<file path="config.mk">
export PLATFORM = sky130hd
export DESIGN_NAME = unicast_flow_qualifier_core
export DESIGN_NICKNAME = d
export VERILOG_FILES = /design/src/hw/rtl/ufq_pkg.sv /design/src/hw/rtl/unicast_flow_qualifier_core.sv
export SDC_FILE = /design/constraint.sdc
export NUM_CORES = 2
export LEC_CHECK = 0
export BUFFER_PORTS_ARGS = -buffer_cell sky130_fd_sc_hd__buf_2
export CORE_ASPECT_RATIO = 1.1
export CORE_MARGIN = 2
export CORE_UTILIZATION = 66
export DETAILED_ROUTE_END_ITERATION = 16
export PLACE_DENSITY = 0.81
export SYNTH_ARGS = -nofsm -noshare
export SYNTH_HDL_FRONTEND = slang
export SYNTH_SLANG_ARGS = --single-unit
export TNS_END_PERCENT = 100
</file>
<file path="constraint.sdc">
create_clock -name clk -period 34 [get_ports clk]
set_input_delay 1.7 -clock clk [delete_from_list [all_inputs] [get_ports clk]]
set_output_delay 1.7 -clock clk [all_outputs]
set_load 0.01 [all_outputs]
</file>
<file path="src/hw/rtl/ufq_pkg.sv">
// ufq_pkg: types, codes and helper functions of the unicast flow qualifier.
// Used by unicast_flow_qualifier_core; depends on nothing.
package ufq_pkg;

	localparam int NUM_FLOWS_DEF = 2;

	localparam int TDATA_W     = 88;
	localparam int TUSER_W     = 4;
	localparam int OUT_TDATA_W = 8;
	localparam int CFG_IDX_W   = 1;
	localparam int CFG_DATA_W  = 16;

	// -10000: no grant received yet
	localparam logic [31:0] NO_GRANT        = 32'hFFFF_D8F0;
	localparam logic [31:0] DUE_DELAY       = 32'd5;
	localparam logic [32:0] LEASE_MARGIN    = 33'd10;
	localparam logic [15:0] CHECK_SYNC_LIMIT = 16'd10;
	localparam logic [15:0] LOW_SYNC_LIMIT  = 16'd10;
	localparam logic [7:0]  UNLOCKED_CLASS  = 8'd248;
	localparam logic [15:0] COUNT_MAX       = 16'hFFFF;
	localparam logic [15:0] LEASE_RESET     = 16'd300;

	typedef enum logic [2:0] {
		OP_STEP      = 3'd0,
		OP_SYNC_GNT  = 3'd1,
		OP_DELAY_GNT = 3'd2,
		OP_ANN_GNT   = 3'd3,
		OP_RESTART   = 3'd4
	} op_t;

	typedef enum logic [CFG_IDX_W-1:0] {
		REG_LEASE  = 1'd0,
		REG_ENABLE = 1'd1
	} cfg_reg_t;

	typedef enum logic [5:0] {
		PH_INIT     = 6'b000001,
		PH_GRANTS   = 6'b000010,
		PH_SYNC     = 6'b000100,
		PH_ANNOUNCE = 6'b001000,
		PH_NORMAL   = 6'b010000,
		PH_SUSPEND  = 6'b100000
	} phase_t;

	localparam logic [2:0] CODE_INIT     = 3'd0;
	localparam logic [2:0] CODE_GRANTS   = 3'd1;
	localparam logic [2:0] CODE_SYNC     = 3'd2;
	localparam logic [2:0] CODE_ANNOUNCE = 3'd3;
	localparam logic [2:0] CODE_NORMAL   = 3'd4;
	localparam logic [2:0] CODE_SUSPEND  = 3'd5;

	typedef struct packed {
		phase_t      phase;
		logic [31:0] sync_due;
		logic [31:0] delay_due;
		logic [31:0] ann_due;
		logic [31:0] sync_grant;
		logic [31:0] delay_grant;
		logic [31:0] ann_grant;
		logic [15:0] phase_count;
		logic [15:0] low_sync_count;
	} flow_rec_t;

	function automatic flow_rec_t rec_reset();
		flow_rec_t r;
		r.phase          = PH_INIT;
		r.sync_due       = '0;
		r.delay_due      = '0;
		r.ann_due        = '0;
		r.sync_grant     = NO_GRANT;
		r.delay_grant    = NO_GRANT;
		r.ann_grant      = NO_GRANT;
		r.phase_count    = '0;
		r.low_sync_count = '0;
		return r;
	endfunction

	function automatic logic [2:0] phase_code(phase_t p);
		logic [2:0] c;
		unique case (p)
			PH_INIT:     c = CODE_INIT;
			PH_GRANTS:   c = CODE_GRANTS;
			PH_SYNC:     c = CODE_SYNC;
			PH_ANNOUNCE: c = CODE_ANNOUNCE;
			PH_NORMAL:   c = CODE_NORMAL;
			PH_SUSPEND:  c = CODE_SUSPEND;
			default:     c = CODE_INIT;
		endcase
		return c;
	endfunction

	// grant time against lease window, 33-bit signed
	function automatic logic grant_stale(logic [31:0] g, logic [32:0] win);
		return $signed({g[31], g}) < $signed(win);
	endfunction

	function automatic logic grant_fresh(logic [31:0] g, logic [32:0] win);
		return $signed({g[31], g}) > $signed(win);
	endfunction

endpackage

</file>
<file path="src/hw/rtl/unicast_flow_qualifier_core.sv">
// unicast_flow_qualifier_core: per-flow qualifier for unicast time-sync sessions.
// Per-flow state in one synchronous memory, read-modify-write with forwarding.
// Depends on ufq_pkg.
//
// Usage:
//   s_* channel takes one transaction per item: s_tuser holds operation and
//   flow index, s_tdata the times, sync rate, clock class and presence flag.
//   m_* channel returns exactly one result transaction per input item.
//   cfg_* channel writes lease_duration (index 0), sync_enable (index 1); it is
//   always ready; the user must write it only while the block is idle (unchecked).
// Pipeline: the input transaction is registered into the compute stage, and its
//   result into the output register that drives m_tvalid and m_tdata.
// Throughput: 1 item per cycle unless m_tready stalls. The flow memory is read at
//   acceptance and written as the item leaves the compute stage; a result being
//   written is forwarded to the read register when the next item has that flow.
// Reset: arst_n clears the pipeline and the per-flow valid bits; a flow never
//   written reads as its reset record. No clearing pass is needed.
// Stall: when m_tready is low the output register holds, the compute stage
//   fills, and s_tready drops until the result is taken.
module unicast_flow_qualifier_core #(
	parameter int NUM_FLOWS = ufq_pkg::NUM_FLOWS_DEF
) (
	input  logic                              clk,
	input  logic                              arst_n,
	input  logic                              s_tvalid,
	output logic                              s_tready,
	// [30:0] now_time, [62:31] granted_time, [78:63] sync_rate,
	// [86:79] master_class, [87] master_present
	input  logic [ufq_pkg::TDATA_W-1:0]       s_tdata,
	// [2:0] operation, [3] flow_index
	input  logic [ufq_pkg::TUSER_W-1:0]       s_tuser,
	output logic                              m_tvalid,
	input  logic                              m_tready,
	// [0] send_sync_request, [1] send_delay_request, [2] send_announce_request,
	// [5:3] flow_phase, [6] flow_qualified, [7] zero
	output logic [ufq_pkg::OUT_TDATA_W-1:0]   m_tdata,
	input  logic                              cfg_valid,
	output logic                              cfg_ready,
	input  logic [ufq_pkg::CFG_IDX_W-1:0]     cfg_index,
	input  logic [ufq_pkg::CFG_DATA_W-1:0]    cfg_data
);

	localparam int AW = (NUM_FLOWS > 1) ? $clog2(NUM_FLOWS) : 1;

	ufq_pkg::flow_rec_t mem [NUM_FLOWS];
	logic [NUM_FLOWS-1:0] valid_q;

	logic [15:0] lease_q;
	logic        enable_q;

	logic              in_fire;
	logic              in_range;
	logic [AW-1:0]     rd_addr;

	logic              v_s1;
	logic              fire_s1;
	ufq_pkg::op_t      op_s1;
	logic              in_range_s1;
	logic [AW-1:0]     addr_s1;
	logic [30:0]       now_s1;
	logic [31:0]       granted_s1;
	logic [15:0]       rate_s1;
	logic [7:0]        class_s1;
	logic              present_s1;
	ufq_pkg::flow_rec_t rd_s1;
	logic              rd_valid_s1;

	ufq_pkg::flow_rec_t cur;
	ufq_pkg::flow_rec_t nxt;
	logic              rs, rd, ra;
	logic              wr_en;
	logic [ufq_pkg::OUT_TDATA_W-1:0] res;

	logic                            out_valid_q;
	logic [ufq_pkg::OUT_TDATA_W-1:0] out_data_q;

	assign cfg_ready = 1'b1;
	assign in_fire   = s_tvalid && s_tready;
	assign in_range  = (32'(s_tuser[3]) < NUM_FLOWS);
	assign rd_addr   = in_range ? AW'(s_tuser[3]) : '0;
	assign fire_s1   = v_s1 && (!out_valid_q || m_tready);
	assign s_tready  = !v_s1 || fire_s1;
	assign wr_en     = fire_s1 && in_range_s1;
	assign m_tvalid  = out_valid_q;
	assign m_tdata   = out_data_q;

	always_ff @(posedge clk or negedge arst_n) begin
		if (!arst_n) begin
			lease_q  <= ufq_pkg::LEASE_RESET;
			enable_q <= 1'b1;
		end else if (cfg_valid && cfg_ready) begin
			unique case (ufq_pkg::cfg_reg_t'(cfg_index))
				ufq_pkg::REG_LEASE:  lease_q  <= cfg_data;
				ufq_pkg::REG_ENABLE: enable_q <= cfg_data[0];
				default: ;
			endcase
		end
	end

	// flow memory: write port from compute stage, read port at acceptance
	always_ff @(posedge clk) begin
		if (wr_en) begin
			mem[addr_s1] <= nxt;
		end
		if (in_fire) begin
			if (wr_en && addr_s1 == rd_addr) begin
				rd_s1 <= nxt;
			end else begin
				rd_s1 <= mem[rd_addr];
			end
		end
	end

	always_ff @(posedge clk or negedge arst_n) begin
		if (!arst_n) begin
			valid_q     <= '0;
			rd_valid_s1 <= 1'b0;
			v_s1        <= 1'b0;
			out_valid_q <= 1'b0;
		end else begin
			if (wr_en) begin
				valid_q[addr_s1] <= 1'b1;
			end
			if (in_fire) begin
				rd_valid_s1 <= valid_q[rd_addr] || (wr_en && addr_s1 == rd_addr);
			end
			if (s_tready) begin
				v_s1 <= s_tvalid;
			end
			if (fire_s1) begin
				out_valid_q <= 1'b1;
			end else if (m_tready) begin
				out_valid_q <= 1'b0;
			end
		end
	end

	always_ff @(posedge clk) begin
		if (in_fire) begin
			op_s1       <= ufq_pkg::op_t'(s_tuser[2:0]);
			in_range_s1 <= in_range;
			addr_s1     <= rd_addr;
			now_s1      <= s_tdata[30:0];
			granted_s1  <= s_tdata[62:31];
			rate_s1     <= s_tdata[78:63];
			class_s1    <= s_tdata[86:79];
			present_s1  <= s_tdata[87];
		end
		if (fire_s1) begin
			out_data_q <= res;
		end
	end

	always_comb begin
		logic [31:0] now32;
		logic [31:0] due_next;
		logic [32:0] window;
		logic        run;
		logic        stale;
		logic        fresh;
		now32    = {1'b0, now_s1};
		due_next = now32 + ufq_pkg::DUE_DELAY;
		window   = {2'b00, now_s1} - ufq_pkg::LEASE_MARGIN - {18'd0, lease_q[15:1]};
		run      = present_s1 && enable_q;
		cur      = rd_valid_s1 ? rd_s1 : ufq_pkg::rec_reset();
		nxt      = cur;
		rs       = 1'b0;
		rd       = 1'b0;
		ra       = 1'b0;
		stale    = ufq_pkg::grant_stale(cur.sync_grant, window) ||
		           ufq_pkg::grant_stale(cur.delay_grant, window) ||
		           ufq_pkg::grant_stale(cur.ann_grant, window);
		fresh    = ufq_pkg::grant_fresh(cur.sync_grant, window) &&
		           ufq_pkg::grant_fresh(cur.delay_grant, window) &&
		           ufq_pkg::grant_fresh(cur.ann_grant, window);
		unique case (op_s1)
			ufq_pkg::OP_STEP: begin
				if (run) begin
					if (now32 > cur.sync_due || cur.sync_grant == ufq_pkg::NO_GRANT) begin
						rs           = 1'b1;
						nxt.sync_due = due_next;
					end
					if (now32 > cur.delay_due || cur.delay_grant == ufq_pkg::NO_GRANT) begin
						rd            = 1'b1;
						nxt.delay_due = due_next;
					end
					if (now32 > cur.ann_due || cur.ann_grant == ufq_pkg::NO_GRANT) begin
						ra          = 1'b1;
						nxt.ann_due = due_next;
					end
				end
				if (rate_s1 <= 16'd1) begin
					if (cur.low_sync_count != ufq_pkg::COUNT_MAX) begin
						nxt.low_sync_count = cur.low_sync_count + 16'd1;
					end
				end else begin
					nxt.low_sync_count = '0;
				end
				unique case (cur.phase)
					ufq_pkg::PH_INIT: begin
						nxt.phase       = ufq_pkg::PH_GRANTS;
						nxt.sync_due    = '0;
						nxt.delay_due   = '0;
						nxt.ann_due     = '0;
						nxt.sync_grant  = ufq_pkg::NO_GRANT;
						nxt.delay_grant = ufq_pkg::NO_GRANT;
						nxt.ann_grant   = ufq_pkg::NO_GRANT;
						nxt.phase_count = '0;
					end
					ufq_pkg::PH_GRANTS: begin
						if (fresh) begin
							nxt.phase       = ufq_pkg::PH_SYNC;
							nxt.phase_count = '0;
						end
					end
					ufq_pkg::PH_SYNC: begin
						if (nxt.low_sync_count == '0) begin
							nxt.phase       = ufq_pkg::PH_ANNOUNCE;
							nxt.phase_count = '0;
						end
						if (stale || nxt.phase_count > ufq_pkg::CHECK_SYNC_LIMIT) begin
							nxt.phase       = ufq_pkg::PH_INIT;
							nxt.phase_count = '0;
						end
					end
					ufq_pkg::PH_ANNOUNCE: begin
						if (class_s1 != ufq_pkg::UNLOCKED_CLASS) begin
							nxt.phase       = ufq_pkg::PH_NORMAL;
							nxt.phase_count = '0;
						end
						if (stale || nxt.low_sync_count > ufq_pkg::LOW_SYNC_LIMIT) begin
							nxt.phase       = ufq_pkg::PH_INIT;
							nxt.phase_count = '0;
						end
					end
					ufq_pkg::PH_NORMAL: begin
						if (stale || nxt.low_sync_count > ufq_pkg::LOW_SYNC_LIMIT) begin
							nxt.phase       = ufq_pkg::PH_INIT;
							nxt.phase_count = '0;
						end else if (class_s1 == ufq_pkg::UNLOCKED_CLASS) begin
							nxt.phase       = ufq_pkg::PH_ANNOUNCE;
							nxt.phase_count = '0;
						end
					end
					ufq_pkg::PH_SUSPEND: nxt.phase = ufq_pkg::PH_INIT;
					default: ;
				endcase
				if (!run) begin
					nxt.phase       = ufq_pkg::PH_SUSPEND;
					nxt.phase_count = '0;
				end
				if (nxt.phase_count != ufq_pkg::COUNT_MAX) begin
					nxt.phase_count = nxt.phase_count + 16'd1;
				end
			end
			ufq_pkg::OP_SYNC_GNT: begin
				nxt.sync_due   = granted_s1;
				nxt.sync_grant = now32;
			end
			ufq_pkg::OP_DELAY_GNT: begin
				nxt.delay_due   = granted_s1;
				nxt.delay_grant = now32;
			end
			ufq_pkg::OP_ANN_GNT: begin
				nxt.ann_due   = granted_s1;
				nxt.ann_grant = now32;
			end
			ufq_pkg::OP_RESTART: begin
				nxt.phase       = ufq_pkg::PH_GRANTS;
				nxt.sync_due    = due_next;
				nxt.delay_due   = due_next;
				nxt.ann_due     = due_next;
				nxt.sync_grant  = ufq_pkg::NO_GRANT;
				nxt.delay_grant = ufq_pkg::NO_GRANT;
				nxt.ann_grant   = ufq_pkg::NO_GRANT;
				nxt.phase_count = '0;
			end
			default: ;
		endcase
		if (in_range_s1) begin
			res = {1'b0, nxt.phase == ufq_pkg::PH_NORMAL,
			       ufq_pkg::phase_code(nxt.phase), ra, rd, rs};
		end else begin
			res = '0;
		end
	end

	a_qualified_matches_phase: assert property (@(posedge clk) disable iff (!arst_n)
		m_tvalid |-> (m_tdata[6] == (m_tdata[5:3] == ufq_pkg::CODE_NORMAL)))
		else $error("flow_qualified disagrees with flow_phase");

	a_requests_need_run: assert property (@(posedge clk) disable iff (!arst_n)
		fire_s1 && (rs || rd || ra) |-> enable_q && present_s1 && op_s1 == ufq_pkg::OP_STEP)
		else $error("request raised while disabled, absent or not stepping");

	a_stage_holds: assert property (@(posedge clk) disable iff (!arst_n)
		v_s1 && !fire_s1 |=> v_s1 && $stable(addr_s1) && $stable(rd_s1))
		else $error("stalled compute stage lost its item");

	a_phase_onehot: assert property (@(posedge clk) disable iff (!arst_n)
		wr_en |-> $onehot(nxt.phase))
		else $error("flow phase written with bad encoding");

endmodule
</file>
; Yosys cells after proc, flatten, opt, wreduce, memory -nomap -nowiden
; Memory sizes are Yosys's and may differ from the RTL's. A register that Yosys moved wholly into a read port is not among the register bits.
; Index checks and enable logic that the tools add are counted.
[classes]
magnitude_cmp = 15
muxes = 52
n_bitwise = 2
eq_ne = 23
reduce_logical = 25
n_addsub = 5
[op_table]
columns = op, count
row1 = $pmux W32 S3, 6
row2 = $mux W16, 16
row3 = $mux W230, 1
row4 = $mux W192, 1
row5 = $gt A32 B33 Y1, 3
row6 = $lt A32 B33 Y1, 3
row7 = $eq A32 B32 Y1 const B, 3
row8 = $gt A31 B32 Y1, 3
row9 = $mux W32, 3
row10 = $mux W96, 1
row11 = $pmux W16 S5, 1
row12 = $mux W6, 8
row13 = $pmux W6 S6, 1
row14 = $sub A32 B16 Y33, 1
row15 = $add A16 B1 Y16 const B, 2
row16 = $add A31 B3 Y32 const B, 1
row17 = $gt A16 B4 Y1 const B, 2
row18 = $ne A16 B16 Y1 const B, 2
row19 = $pmux W16 S2, 1
row20 = $sub A31 B4 Y32 const B, 1
row21 = $le A16 B1 Y1 const B, 1
row22 = $logic_not A16 Y1, 1
row23 = $pmux W3 S5, 1
row24 = $eq A6 B2 Y1 const B, 2
row25 = other kinds (24), 57
[word_totals]
memories = 1
out_inout_bits = 11
register_bits = 121
mem_bits_rw = 460
[mem_list]
columns = memory, depth, word_bits, read_ports, rd_clocked_by_memory_dff, wr, line
row1 = mem, 2, 230, 1, 1, 1, unicast_flow_qualifier_core.sv:45  ; ufq_pkg::flow_rec_t mem [NUM_FLOWS];

; Longest topological paths before layout
[depth]
word_depth = 18
ltp_mapped = 41
ltp_nobuf = 39

; Worst setup path before layout
; OpenSTA, ideal clock, no wires.
[synth_timing]
kind = input to register
from = input m_tready
to = register rd_valid_s1
setup_time_ns = 0.178
path_slack_ns = 20.743
path_buffers = 1
path_stages = 7
arrival_time_ns = 13.078
path_cell_list = nand2b_1 > nand2_1 > clkbuf_1 > nor2_1 > or2_2 > mux2i_1 > mux2i_1
[synth_between]
elab_chain_len = 4
[synth_rtl]
columns = item, line
row1 = from (decl), unicast_flow_qualifier_core.sv:33  ; input logic m_tready,
row2 = $logic_or A1 B1 Y1 (*), unicast_flow_qualifier_core.sv:81  ; assign fire_s1 = v_s1 && (!out_valid_q || m_tready);
row3 = $logic_and A1 B1 Y1 (*), unicast_flow_qualifier_core.sv:81
row4 = $logic_and A1 B1 Y1 / $logic_or A1 B1 Y1 (equally long branches), "unicast_flow_qualifier_core.sv:125, unicast_flow_qualifier_core.sv:82"
row5 = $logic_or A1 B1 Y1 / $logic_and A1 B1 Y1 (equally long branches), "unicast_flow_qualifier_core.sv:125, unicast_flow_qualifier_core.sv:78"
row6 = to (signal assigned), unicast_flow_qualifier_core.sv:125  ; rd_valid_s1 <= valid_q[rd_addr] || (wr_en && addr_s1 == rd_addr);
row7 = to (decl), unicast_flow_qualifier_core.sv:66  ; logic rd_valid_s1;
; Every way passes the cells marked *; elsewhere a longest branch is shown, timed or not.
; A chain may end at the register's enable or synchronous reset.

==> results list <==
- The run finished with clean final reports.
- In the routed design, unresolved DRC markers number 0.
* Dominant cells by area after synthesis: edfxtp_1 (54%), ha_1 (5.7%), mux2i_1 (4.1%)
- Synth Area per Inst: 11.2 um2
* Crit path capture type: register
- Detailed placement ended at an HPWL of 81,600 um.
- Relative to the synthesized area, the layout overhead comes to 9.66%.
* Post-Route Setup TNS: 0 ps
* Number of antenna violations at the first check in global routing: 3
- Core ar.: 66,300 um2
* Post-synthesis net count: 4,272
- Once the clock tree was built, the setup fixing pass inserted 0 buffers.
* Worst-case headroom to the max-slew limit: 20.8%
- For this design, the sink count on the clock tree is 809.
- Worst Setup Start Kind: register
- Maximum count of clock buffers along a single path: 3
- The die is 275 um tall.
- Measured along the x axis, the die boundary spans 251 um.
- Post-DR wirelength/cell: 25.9 um
- CP arrival: 11,000 ps
- In this run, post-CTS hold repair placed 0 buffers.
* Worst Max-Slew Pin Slew: 1190 ps
- Yosys synthesis warning count: 0
- Static Leak: 18.2 nW
- Counting flops with a built-in enable in the synthesized netlist gives 788.
* Initial core utilization: 66.7%
- Num CTS Buffers: 83
* Cts repair resizes: 0
- Endpoints failing setup: 0
- Number of design-rule violations left by the first detailed-router iteration: 4,160
- The number of different library cells used by synthesis comes to 115.
* TritonCTS clock tree: yes
* RSZ-0062 raised after global routing: no
- The routed layout has 34,200 vias.
- The number of global-route vias before repair is 33,100.
* Number of buffer cells added on primary ports: 121
* Maximum level of the CTS H-tree: 3
- First-pass GRT wire length: 193,000 um
- Power density cells: 54.8 nW/um2
- Clock transition time at the flip-flop clock pins of the worst setup and hold paths: 60 ps
* Critical path fanouts, max: 14
* Floorplan die area: 69,100 um2
* Min Clock Period, post-route: 10,610 ps
* # Max-Cap Violations: 0
- Startpoint of the worst register-to-register path: now_s1[7]$_DFFE_PP_
- Async S/R FF share, synth: 2.60%
* Number of antenna-violating nets in the routed design: 0
- The floorplan has 99 rows.
- After global routing the overflow that remains totals 0.
* Leading cell type by number of instances after synthesis: edfxtp_1
* Area leader, netlist: edfxtp_1
* Synthesized netlist cell count: 3,957
- Hold Startpoint: valid_q[0]$_DFFE_PN0P_
- Share of Yosys cell area claimed by the top area cell type: 53.5%
- For this run, global-route usage on met2 was measured as 58.6%.
- Drt first pass iters: 7
- Dividing the detail-routed via count by the number of cells gives 6.92.
* CTS Root Cell: clkbuf_16
- GR met3 Demand/Resource: 6.90%
- Clock latency on the worst-skew pair, taken at its later pin, is 660 ps.
- Dividing the final minimum period by the clock period gives 31.2%.
* Highest achievable clock rate: 94.2 MHz
- In the synthesized netlist the dominant register cell turns out to be edfxtp_1.
- Global routing used 36.8% of the available tracks.
- The largest single stage delay on the critical path is 760 ps.
* Setup Skew: 35.6 ps
- RD Place Congestion: 0.977
- Across the VDD grid, the largest voltage drop is 0.0528 mV.
- Commonest cells in the synthesized netlist: edfxtp_1 (788), nand2_1 (375), nor2_1 (316)
- Worst hold slack: 452 ps
* Kind of critical path: register to register
* Required time at the endpoint of the critical path: 34,390 ps
- For this design the top-level I/O count stands at 125.
* Register area share after synthesis: 54.7%
- Library cell contributing the largest single delay on the critical path: nor4_4
- The path class of the tightest hold or removal check is register to register.
- Number of failing hold endpoints at the final stage: 0
- Startpoint of the worst setup timing path: now_s1[7]$_DFFE_PP_
- Global-route track usage on met1: 47.1%
- The count of final max-slew check failures is 0.
* Pin count of the biggest net entering global routing: 160
- Overall Power: 0.00266 W
- For this block, the routed nets add up to 128,000 um of wire.
- Summed instance area of the synthesized netlist: 44,200 um2
* Net count reported at finish: 4,330
- Yosys reg bits: 809
* Fraction of final layout cells with drive strength greater than 1: 10.6%
* Busiest layer in global routing: met2
==> worst max-delay path, delay by kind of cell (launching register included) <==
kind	cells	cell delay, ps
simple gates	18	5770
compound gates	9	2810
fa+ha+maj	3	950
flops	1	360
buf+inv	1	240
xor+xnor	1	150
==> per-stage QoR <==
stage	std cells	setup WS, ps	cell area, um2	utilization (%)
3_3_place_gp	4788	23720	45800	69.1
2_1_floorplan	3957	20740	44200	-
4_1_cts	4939	23600	48500	73.1
3_5_place_dp	4788	23650	45800	69.1
6_report	4940	23390	48500	73.1
5_1_grt	4939	22870	48500	73.1
==> per-layer routing <==
| layer | vias up | wire length (um) |
|---|---|---|
| met4 | 0 | 8370 |
| met2 | 2244 | 58400 |
| met5 | - | 0 |
| li1 | 15200 | - |
| met3 | 572 | 14300 |
| met1 | 16200 | 46700 |
==> final cells by class <==
cell class | count | area [um2]
flip-flops and latches | 809 | 24200
multi-input cells | 2798 | 18800
fillers | 4457 | 17800
clock buffers | 104 | 2180
repair buffers | 210 | 1310
well taps | 858 | 1070
clock inverters | 47 | 523
inverters | 113 | 432
diodes | 1 | 2.50
==> cell usage in the layout, fill, tap and decap left out, types with 34 or more instances in the layout <==
master	instances
ha_1	200
a21o_1	75
o21a_1	63
xnor2_1	54
nor2_1	308
nor3_1	34
o22a_1	76
nand2_1	373
mux2i_1	181
edfxtp_1	788
inv_1	111
a21oi_1	252
o21ai_0	290
buf_4	87
nor4_1	34
clkbuf_16	84
nand3_1	78
a22oi_1	50
nand4_1	78
xor2_1	41
o22ai_1	62
and2_1	37
nand2b_1	77
buf_2	120
==> logic make-up (layout without fill, tap and decap cells) <==
logic type	after synthesis	in the layout	share of synthesized area (%)
AND/OR/NAND/NOR	1188	1188	13.3
AO/OA/AOI/OAI	1111	1111	16.5
flip-flops	809	809	54.7
buffers and inverters	350	474	3.09
adder cells (fa/ha/maj)	205	205	5.80
multiplexers	190	190	4.33
XOR/XNOR	102	102	2.23
other	2	3	0.0170
==> sequential cells by signal, summed over array words and instances, names as in the netlist, 2 cells and up <==
signal and count:
rate_s1 15, class_s1 8, now_s1 31, lease_q 15, op_s1 3, valid_q 2, m_tdata 7, granted_s1 32
rd_s1 230, mem 460
==> where the power goes <==
group / total, W / internal (W) / switching (W)
clock: 0.000913 / 0.000519 / 0.000395
sequential: 0.00124 / 0.00121 / 0.0000305
combinational: 0.000505 / 0.000173 / 0.000332
==> final timing paths <==
path	to	slack, ps	cells after the start
max	rd_s1[21]$_DFFE_PP_	23390	32
min	valid_q[0]$_DFFE_PN0P_	450	1
max reg2reg	rd_s1[21]$_DFFE_PP_	23390	32
min in group asynchronous	lease_q[10]$_DFFE_PN0P_	1070	1
min reg2reg	valid_q[0]$_DFFE_PN0P_	450	1
max in group asynchronous	rd_valid_s1$_DFFE_PN0P_	32420	1
No activity file was read; power rests on OpenSTA's default activity.
